File: src/rtl/core/c2d_pkg.sv
`timescale 1ns / 1ps
// ----------------------------------------------------------------------------
// c2d_pkg: shared types and constants
// Request codes, register indexes, sequencer states and default sizes
// for the dilated, strided 2D convolution core.
// ----------------------------------------------------------------------------
package c2d_pkg;

    localparam int DEF_MAX_IN_CH  = 16;
    localparam int DEF_MAX_OUT_CH = 16;
    localparam int DEF_MAX_KERNEL = 8;
    localparam int DEF_FRAME_ROWS = 64;
    localparam int DEF_FRAME_COLS = 64;

    localparam int DATA_W   = 16;
    localparam int BIAS_W   = 32;
    localparam int PROD_W   = 32;
    localparam int ACC_W    = 48;
    localparam int CFG_W    = 5;
    localparam int CFG_IX_W = 3;
    localparam int POS_W    = 12;   // padded coordinate incl. window overshoot
    localparam int NC_W     = 7;    // clamped channel count, up to 64
    localparam int NK_W     = 5;    // clamped kernel size, up to 16

    typedef enum logic [1:0] {
        REQ_LOAD_WEIGHT = 2'd0,
        REQ_LOAD_BIAS   = 2'd1,
        REQ_WRITE_SMP   = 2'd2,
        REQ_COMPUTE     = 2'd3
    } req_t;

    typedef enum logic [CFG_IX_W-1:0] {
        CFG_IN_CHANNELS = 3'd0,
        CFG_KERNEL_H    = 3'd1,
        CFG_KERNEL_W    = 3'd2,
        CFG_STRIDE_H    = 3'd3,
        CFG_STRIDE_W    = 3'd4,
        CFG_DILATION_H  = 3'd5,
        CFG_DILATION_W  = 3'd6,
        CFG_BIAS_ENABLE = 3'd7
    } cfg_idx_t;

    typedef enum logic [1:0] {
        ST_CLEAR,
        ST_IDLE,
        ST_RUN,
        ST_DRAIN
    } state_t;

    localparam logic STATUS_OK  = 1'b0;
    localparam logic STATUS_ERR = 1'b1;

    // one tap issued to the memories, tracked alongside the read data
    typedef struct packed {
        logic valid;
        logic oob;
    } tap_t;

    function automatic int aw(input int n);
        return (n <= 1) ? 1 : $clog2(n);
    endfunction

endpackage

File: src/rtl/core/c2d_mac.sv
`timescale 1ns / 1ps
// ----------------------------------------------------------------------------
// c2d_mac: tap multiply-accumulate pipeline
// Registers the product of weight and sample, then accumulates into 48 bits.
// ----------------------------------------------------------------------------
module c2d_mac (
    input  logic                                clk,
    input  logic                                rst_n,
    input  logic                                clear,
    input  c2d_pkg::tap_t                       issue,
    input  logic signed [c2d_pkg::DATA_W-1:0]   wdata,
    input  logic signed [c2d_pkg::DATA_W-1:0]   sdata,
    output logic signed [c2d_pkg::ACC_W-1:0]    acc,
    output logic                                oob,
    output logic                                pipe_busy
);

    c2d_pkg::tap_t                      s1_reg;
    logic                               pv_reg;
    logic signed [c2d_pkg::PROD_W-1:0]  prod_reg;
    logic signed [c2d_pkg::ACC_W-1:0]   acc_reg;
    logic                               oob_reg;

    always_ff @(posedge clk or negedge rst_n)
    begin
        if (!rst_n)
        begin
            s1_reg  <= '0;
            pv_reg  <= 1'b0;
            acc_reg <= '0;
            oob_reg <= 1'b0;
        end
        else
        begin
            s1_reg <= issue;
            pv_reg <= s1_reg.valid;
            if (clear)
            begin
                acc_reg <= '0;
                oob_reg <= 1'b0;
            end
            else
            begin
                if (pv_reg)
                begin
                    acc_reg <= acc_reg + c2d_pkg::ACC_W'(prod_reg);
                end
                if (s1_reg.valid && s1_reg.oob)
                begin
                    oob_reg <= 1'b1;
                end
            end
        end
    end

    // drop taps outside the store: they add zero
    always_ff @(posedge clk)
    begin
        if (s1_reg.valid && !s1_reg.oob)
        begin
            prod_reg <= wdata * sdata;
        end
        else
        begin
            prod_reg <= '0;
        end
    end

    assign acc       = acc_reg;
    assign oob       = oob_reg;
    assign pipe_busy = s1_reg.valid | pv_reg;

endmodule

File: config.mk
export PLATFORM = sky130hd
export DESIGN_NAME = c2d_mac
export DESIGN_NICKNAME = d
export VERILOG_FILES = /design/src/rtl/core/c2d_pkg.sv /design/src/rtl/core/c2d_mac.sv
export SDC_FILE = /design/constraint.sdc
export NUM_CORES = 1
export LEC_CHECK = 0
export BUFFER_PORTS_ARGS = -buffer_cell sky130_fd_sc_hd__clkbuf_2
export CORE_MARGIN = 8
export CORE_UTILIZATION = 60
export DETAILED_ROUTE_END_ITERATION = 8
export GPL_TIMING_DRIVEN = 0
export PLACE_DENSITY = 0.78
export SLEW_MARGIN = 5
export SYNTH_ARGS = -nofsm -noshare
export SYNTH_HDL_FRONTEND = slang
export SYNTH_SLANG_ARGS = --single-unit
File: constraint.sdc
create_clock -name clk -period 4 [get_ports clk]
set_clock_uncertainty 0.15 [all_clocks]
set_input_delay 0.4 -clock clk [delete_from_list [all_inputs] [get_ports clk]]
set_output_delay 0.4 -clock clk [all_outputs]
set_load 0.01 [all_outputs]
==> reports/results.ini <==
[status]
status = finished with violations
violations = negative hold slack, negative setup slack

[floorplanning]
top_level_ports = 87
die_y_um = 177
die_x_um = 177
start_util = 0.603
dieArea_um2 = 31200
core-area_um2 = 25700
row_count = 59

[sta]
period_needed_ps = 6150
worst_slack_ps = -2150
slew-limit-headroom = 0.413
slew_viol_final = 0
fmax_mhz = 163
hold_viol = 52
setup_violations = 25
fin_crit_sh = 1.54
hold_ws_ps = -50.4
grt_setup_unrepaired = yes
worst_pin_slew_ps = 880

[synthesis]
synth.largest_area_cell = fa_1
synth_top_area_frac = 0.340
synth_most_common_cell = inv_1
yosys-top-cells-area = fa_1 (34%), ha_1 (10%), dfrtp_1 (8.4%)
yosys.area_share.simple = 0.158
netlist_top_cells_count = inv_1 (333), fa_1 (263), nand2_1 (165), and2_1 (129), ha_1 (129)
netlist_instances = 1739
ys_async_sr_fraction = 0.619
synth-xor-area-share = 0.0368
synth_mux_area_frac = 0.0214
syn_area_um2 = 15500
yosys_register_bits = 84
ys_types = 72
synthFlopType = dfrtp_1
avgSynthCellArea_um2 = 8.90
synth_compound_area_frac = 0.117
yosys.area_share.adder = 0.444
synth_edf_count = 0
synth_warnings = 0
synth_top_family_by_area = adder cells
syn_nets = 2168
synth.yosys.seq_area_share = 0.125

[clock_network]
clock_latency_ps = 340
cts_made_buffers = 9
cts_sinks = 84
clk_pin_slew_ps = 70
h-tree-depth = 3
cts_root_buf = clkbuf_16
cts_buffer_depth = 2
cts_tree = done

[layout]
area_growth_pct = 19.9
drive_gt1_frac = 0.176
fillerInstances = 1890
final-instance-count-excl-fill = 2239
seq_area_um2 = 1940
multiInputGateArea_um2 = 12700
layout.nets = 2327
final_util = 0.722
largest_reg_flops = 48

[setup_path]
crit_path_end_kind = register
path_class = input port to register
critPathSlowestCell = fa_1
arrival_ps = 6200
cp_common_cell = fa_1
critPathMaxStageDelay_ps = 620
crit_fanout = 5
start_kind = input port
required_ps = 4050

[global_route]
grt_pass1_vias = 13200
overflow = 0
grt_pass1_wl_mm = 68.5
globalRouteTotalUtil = 0.274
grt_max_degree = 53
antenna_found_initial = 0

[hold_path]
holdCritPathClass = input port to async pin

[detailed_routing]
wl_per_cell_um = 19.3
wirelength_mm = 43.3
drtIter0Drc = 1108
drtAntennaViolNets = 0
vias = 12800
drt_first_pass_iters = 5
drc = 0
viasPerCell = 5.71

[placed_design]
port_buffers = 85
dpl.hpwl_mm = 33.5
dp.cells = 2159
place_congestion = 0.968

[flow_run]
cap_violations = 0

==> cells by family (layout without fill, tap and decap cells) <==
family	count (synthesis)	after routing
AOI/OAI and AO/OA	264	264
xor gates and xnor gates	65	65
adders and majority gates	392	392
buffers and inverters	404	568
DFF	84	84
muxes	33	33
other	0	1
and+or+nand+nor	497	497
==> layout by cell type, fill, tap and decap left out, types with 16 or more instances in the layout <==
cell	instances
a21o_1	40
buf_4	51
ha_1	113
o21ai_0	27
buf_6	24
xnor2_1	35
clkbuf_2	56
buf_8	16
nand4_1	19
a21oi_1	62
inv_1	311
and2_1	115
clkbuf_16	28
mux2i_1	32
clkbuf_1	36
nor2_1	100
fa_2	17
fa_1	246
inv_2	21
dfxtp_1	32
dfrtp_1	52
xor2_1	26
nand2_1	155
==> stage by stage <==
stage	instance area, µm²	setup TNS (ps)	hold slack, ps	worst slack, ps
after floorplan	15900	-31030	-45.6	-1900
after global placement	16700	-48100	274	-2740
after detailed placement	16700	-49170	286	-2760
after CTS	18000	-34010	2.66	-2080
after global routing	18600	-40570	6.79	-2270
final	18600	-37040	-50.4	-2150
==> worst paths after layout <==
| check | startpoint | to | slack, ps | depth (start not counted) |
|---|---|---|---|---|
| max | wdata[5] | prod_reg[27] | -2150 | 25 |
| min | rst_n | acc[43] | -50 | 1 |
| max reg2reg | acc[1] | acc[37] | 500 | 10 |
| min reg2reg | s1_reg[1] | pv_reg | 300 | 0 |
| max in group asynchronous | rst_n | acc[10] | 3300 | 1 |
| min in group clk | issue[1] | s1_reg[1] | 20 | 1 |
==> final cells by class <==
class | instances | share of cell area
Timing Repair Buffer | 149 | 0.0660
Clock inverter | 6 | 0.00303
Tap cell | 335 | 0.0226
Multi-Input combinational cell | 1251 | 0.682
Buffer | 70 | 0.0405
Inverter | 333 | 0.0675
Antenna cell | 1 | 0.000135
Sequential cell | 84 | 0.105
Clock buffer | 10 | 0.0135
==> critical path, delay by kind of cell <==
family,cells,cell delay [ps]
buffers and inverters,8,720
AOI/OAI and AO/OA,8,1440
adders and majority gates,7,3380
and+or+nand+nor,2,220
==> per-layer routing <==
layer  global-route usage  share of wire
met2                0.460           0.47
met5                    0              0
met1                0.365           0.42
met3               0.0354          0.071
met4               0.0855          0.037
==> timing repair <==
item / CTS / global route
setup endpoints to repair: 25 / 25
pin swaps: 37 / 76
hold endpoints to repair: 0 / 1
gates cloned: 0 / 3
buffers inserted: 30 / 30
hold buffers: 0 / 1
resized for setup: 142 / 132
Power is not shown: default switching activity piles up to over one toggle a cycle in this logic, so the estimate is an artifact.
