## src/rtl/core/c2d_pkg.sv

```systemverilog
`timescale 1ns / 1ps
// ----------------------------------------------------------------------------
// c2d_pkg: shared types and constants
// Request codes, register indexes, sequencer states and default sizes
// for the dilated, strided 2D convolution core.
// ----------------------------------------------------------------------------
package c2d_pkg;

    localparam int DEF_MAX_IN_CH  = 16;
    localparam int DEF_MAX_OUT_CH = 16;
    localparam int DEF_MAX_KERNEL = 8;
    localparam int DEF_FRAME_ROWS = 64;
    localparam int DEF_FRAME_COLS = 64;

    localparam int DATA_W   = 16;
    localparam int BIAS_W   = 32;
    localparam int PROD_W   = 32;
    localparam int ACC_W    = 48;
    localparam int CFG_W    = 5;
    localparam int CFG_IX_W = 3;
    localparam int POS_W    = 12;   // padded coordinate incl. window overshoot
    localparam int NC_W     = 7;    // clamped channel count, up to 64
    localparam int NK_W     = 5;    // clamped kernel size, up to 16

    typedef enum logic [1:0] {
        REQ_LOAD_WEIGHT = 2'd0,
        REQ_LOAD_BIAS   = 2'd1,
        REQ_WRITE_SMP   = 2'd2,
        REQ_COMPUTE     = 2'd3
    } req_t;

    typedef enum logic [CFG_IX_W-1:0] {
        CFG_IN_CHANNELS = 3'd0,
        CFG_KERNEL_H    = 3'd1,
        CFG_KERNEL_W    = 3'd2,
        CFG_STRIDE_H    = 3'd3,
        CFG_STRIDE_W    = 3'd4,
        CFG_DILATION_H  = 3'd5,
        CFG_DILATION_W  = 3'd6,
        CFG_BIAS_ENABLE = 3'd7
    } cfg_idx_t;

    typedef enum logic [1:0] {
        ST_CLEAR,
        ST_IDLE,
        ST_RUN,
        ST_DRAIN
    } state_t;

    localparam logic STATUS_OK  = 1'b0;
    localparam logic STATUS_ERR = 1'b1;

    // one tap issued to the memories, tracked alongside the read data
    typedef struct packed {
        logic valid;
        logic oob;
    } tap_t;

    function automatic int aw(input int n);
        return (n <= 1) ? 1 : $clog2(n);
    endfunction

endpackage

```

## src/rtl/core/c2d_ram.sv

```systemverilog
`timescale 1ns / 1ps
// ----------------------------------------------------------------------------
// c2d_ram: generic single-port RAM
// One access per cycle at one address, a write also reading the old word; read data registered.
// ----------------------------------------------------------------------------
module c2d_ram #(
    parameter int WIDTH = 16,
    parameter int DEPTH = 256
) (
    input  logic                           clk,
    input  logic                           we,
    input  logic [c2d_pkg::aw(DEPTH)-1:0]  addr,
    input  logic [WIDTH-1:0]               wdata,
    output logic [WIDTH-1:0]               rdata
);

    logic [WIDTH-1:0] mem [DEPTH];
    logic [WIDTH-1:0] rdata_reg;

    always_ff @(posedge clk)
    begin
        if (we)
        begin
            mem[addr] <= wdata;
        end
        rdata_reg <= mem[addr];
    end

    assign rdata = rdata_reg;

endmodule

```

## config.mk

```make
export PLATFORM = sky130hd
export DESIGN_NAME = c2d_ram
export DESIGN_NICKNAME = d
export VERILOG_FILES = /design/src/rtl/core/c2d_pkg.sv /design/src/rtl/core/c2d_ram.sv
export SDC_FILE = /design/constraint.sdc
export NUM_CORES = 2
export LEC_CHECK = 0
export BUFFER_PORTS_ARGS = -buffer_cell sky130_fd_sc_hd__buf_2
export CAP_MARGIN = 10
export CORE_MARGIN = 2
export CORE_UTILIZATION = 25
export DETAILED_ROUTE_END_ITERATION = 6
export PLACE_DENSITY = 0.48
export SYNTH_ARGS = -nofsm -noshare
export SYNTH_HDL_FRONTEND = slang
export SYNTH_SLANG_ARGS = --single-unit
```

## constraint.sdc

```tcl
create_clock -name clk -period 5.8 [get_ports clk]
set_input_delay 1.16 -clock clk [delete_from_list [all_inputs] [get_ports clk]]
set_output_delay 1.16 -clock clk [all_outputs]
set_load 0.005 [all_outputs]
```

==> impl_metrics.yaml <==
drt:
  drtPass1Iterations: 6
  route.final.wire_length_um: 449000
  detailedRoute.firstIterationViolations: 8834
  wire_per_inst_um: 28.1
  via_per_inst: 4.68
  detail_route.drc_violations: 0
  num_vias: 75000
  ant_nets: 0
sta:
  post-route-min-period_ps: 4420
  slew-limit-headroom_pct: 14.3
  tightestPinTransition_ps: 1280
  fin_skew_ps: 58.5
  setup-tns-final_ps: 0
  finalMaxSlewViolations: 0
  fin_hold_ws_ps: 581
  hold_vio_cnt_final: 0
  crit_share_post_route_pct: 76.1
  timing.fmax_ghz: 0.226
  setup_violations: 0
  grt_setup_unrepaired: "no"
floorplan:
  fp.dieArea_um2: 628000
  core_area_um2: 619000
  floorplan.initialDensity_pct: 25.1
  die_h_um: 792
  boundaryPins: 42
  die_x_um: 792
  rows: 289
yosys:
  synthesis.area_um2: 155000
  synthDominantCellAreaShare_pct: 79.1
  synth-edff-count: 4096
  post-synth-top-area-cell: "sky130_fd_sc_hd__edfxtp_1"
  netlist-cell-type-count: 22
  syn_inst: 6727
  synth.most_common_cell: "sky130_fd_sc_hd__edfxtp_1"
  synthesis.yosys.warnings: 0
  ys_top_cells_by_count: "sky130_fd_sc_hd__edfxtp_1, sky130_fd_sc_hd__mux4_2, sky130_fd_sc_hd__a22oi_1"
  synth.top_cells.by_area: "sky130_fd_sc_hd__edfxtp_1, sky130_fd_sc_hd__mux4_2, sky130_fd_sc_hd__a22oi_1, sky130_fd_sc_hd__a21oi_1, sky130_fd_sc_hd__clkbuf_1"
  primary_ff_master_synth: "sky130_fd_sc_hd__edfxtp_1"
  postSynthNetCount: 6753
  synth_async_sr_flop_share_pct: 0
  avgSynthCellArea_um2: 23.1
  postSynthRegisterBits: 4112
  ys_seq_area_share_pct: 79.4
global_route:
  grt_use_total_pct: 13.9
  grt_max_degree: 161
  overflow: 0
  first_global_vias: 76800
  grt_antenna_before_repair: 41
  grt_pass1_wl_um: 625000
layout:
  layout.core_utilization_pct: 29.8
  fin_nets: 7374
  area_delta_synth_final_pct: 18.7
  number_of_flip_flops_under_the_largest_register_name: 4096
  final_cell_area_um2: 184000
  drive_above_1_share_pct: 32.2
cts:
  cts_hold_repair.buffers: 0
  worst_setup_hold_path_clk_slew_ps: 60
  cts_max_level: 5
  worstSkewPairLatency_ps: 1020
  cts.repair_timing.setup_buffer_count: 0
  cts_made_buffers: 433
  num_clock_sinks: 4112
  cts.repair.resized: 0
  ctsRootBufferMaster: "sky130_fd_sc_hd__clkbuf_16"
  cts_tree: "built"
  cts.path.max_buffers: 4
placed_design:
  dpl_cell_area_um2: 170000
  dp_hpwl_um: 268000
  io_buffers: 41
  place.gp.congestion: 0.801
worst_setup_path:
  timing.critical_path.depth: 9
  crit_path_top_delay_cell: "sky130_fd_sc_hd__o41ai_1"
  ff2ff_path_depth: 6
  criticalPathCategory: "in2reg"
  crit_path_max_fanout: 54
  timing.critical_path.slowest_cell_delay_ps: 1150
  critical_path.top_delay_family: "compound AO/OA/AOI/OAI gates"
  crit_path_cell_trace: "buf_12, buf_12, buf_4, mux4_2, a22oi_1, a21oi_1, o41ai_1, buf_4, nand4_1"
  critical_path_arrival_ps: 5220
  worst_setup_path_start_kind: "input port"
  worst-endpoint-required_ps: 6600
  critical_path.n_buffers_inverters: 4
  crit_path_end_kind: "register"
min_path:
  min_path_type: "in2reg"
  number_of_cells_on_the_worst_hold_path: 1
pwr:
  p_leak_nw: 55.6
  power_per_cell_area_nw_per_um2: 345
  max-vdd-ir-drop_uv: 259
flow_run:
  max_cap_violations: 0
run_status:
  outcome: "finished, final reports clean"
-- worst paths after layout --
check,startpoint,endpoint,slack [ps]
hold reg to reg,mem[22][15],rdata[15],1000
setup / recovery,addr[0],rdata[11],1380
setup reg to reg,mem[43][11],rdata[11],2490
hold / removal,wdata[1],mem[226][1],580
-- through the flow --
stage | power, mW | instances | setup WS (ps)
floorplan | 34.8 | 6727 | 1940
global placement | 36.5 | 15200 | 96.7
detailed placement | 36.5 | 15200 | 328
CTS | 64.2 | 16000 | 1380
global route | 65.4 | 16000 | 1290
finish | 63.6 | 16000 | 1380
-- metal layers --
layer  share of wire (%)  routed length (um)  global-route usage (%)
met2                  49              219000                    23.1
met4                 2.5               11400                    3.35
met3                 6.2               27900                    2.20
met5              0.0038                  17                       0
met1                  43              192000                    19.1
-- final cells by class --
cell class | count | area [um^2]
multi-input cells | 2194 | 31100
fillers | 59600 | 435000
diodes | 11 | 27.5
clock buffers | 535 | 11300
repair buffers | 606 | 5430
flip-flops and latches | 4112 | 123000
clock inverters | 268 | 2880
inverters | 1 | 3.75
well taps | 8293 | 10400
-- report_power, final --
group / total (mW) / switching (mW) / leakage, nW / internal (mW)
Combinational: 2.96 / 1.96 / 11.7 / 0.996
Clock: 27.7 / 11.7 / 6.91 / 16.0
Sequential: 32.9 / 0.118 / 36.9 / 32.8
Total: 63.6 / 13.8 / 55.6 / 49.8
-- layout by cell type, fill, tap and decap left out, types with 88 or more instances in the layout --
cell type / instances
sky130_fd_sc_hd__clkinv_1: 88
sky130_fd_sc_hd__nor2_2: 134
sky130_fd_sc_hd__buf_4: 499
sky130_fd_sc_hd__nor2_1: 96
sky130_fd_sc_hd__clkbuf_1: 95
sky130_fd_sc_hd__edfxtp_1: 4096
sky130_fd_sc_hd__mux4_2: 1024
sky130_fd_sc_hd__a21oi_1: 256
sky130_fd_sc_hd__clkbuf_16: 436
sky130_fd_sc_hd__a22oi_1: 512
-- cells by family after synthesis --
family	synth area share, %
AND/OR/NAND/NOR	0.907
flip-flops	79.4
AO/OA/AOI/OAI	3.66
buffers and inverters	1.24
multiplexers	14.8
-- worst register-to-register path: stages (launching register included) --
cell and delay, ps:
sky130_fd_sc_hd__edfxtp_1 360, sky130_fd_sc_hd__mux4_2 460, sky130_fd_sc_hd__a22oi_1 350, sky130_fd_sc_hd__a21oi_1 320, sky130_fd_sc_hd__o41ai_1 1180, sky130_fd_sc_hd__buf_4 350
sky130_fd_sc_hd__nand4_1 110
Power figures use the tool's default switching activity.
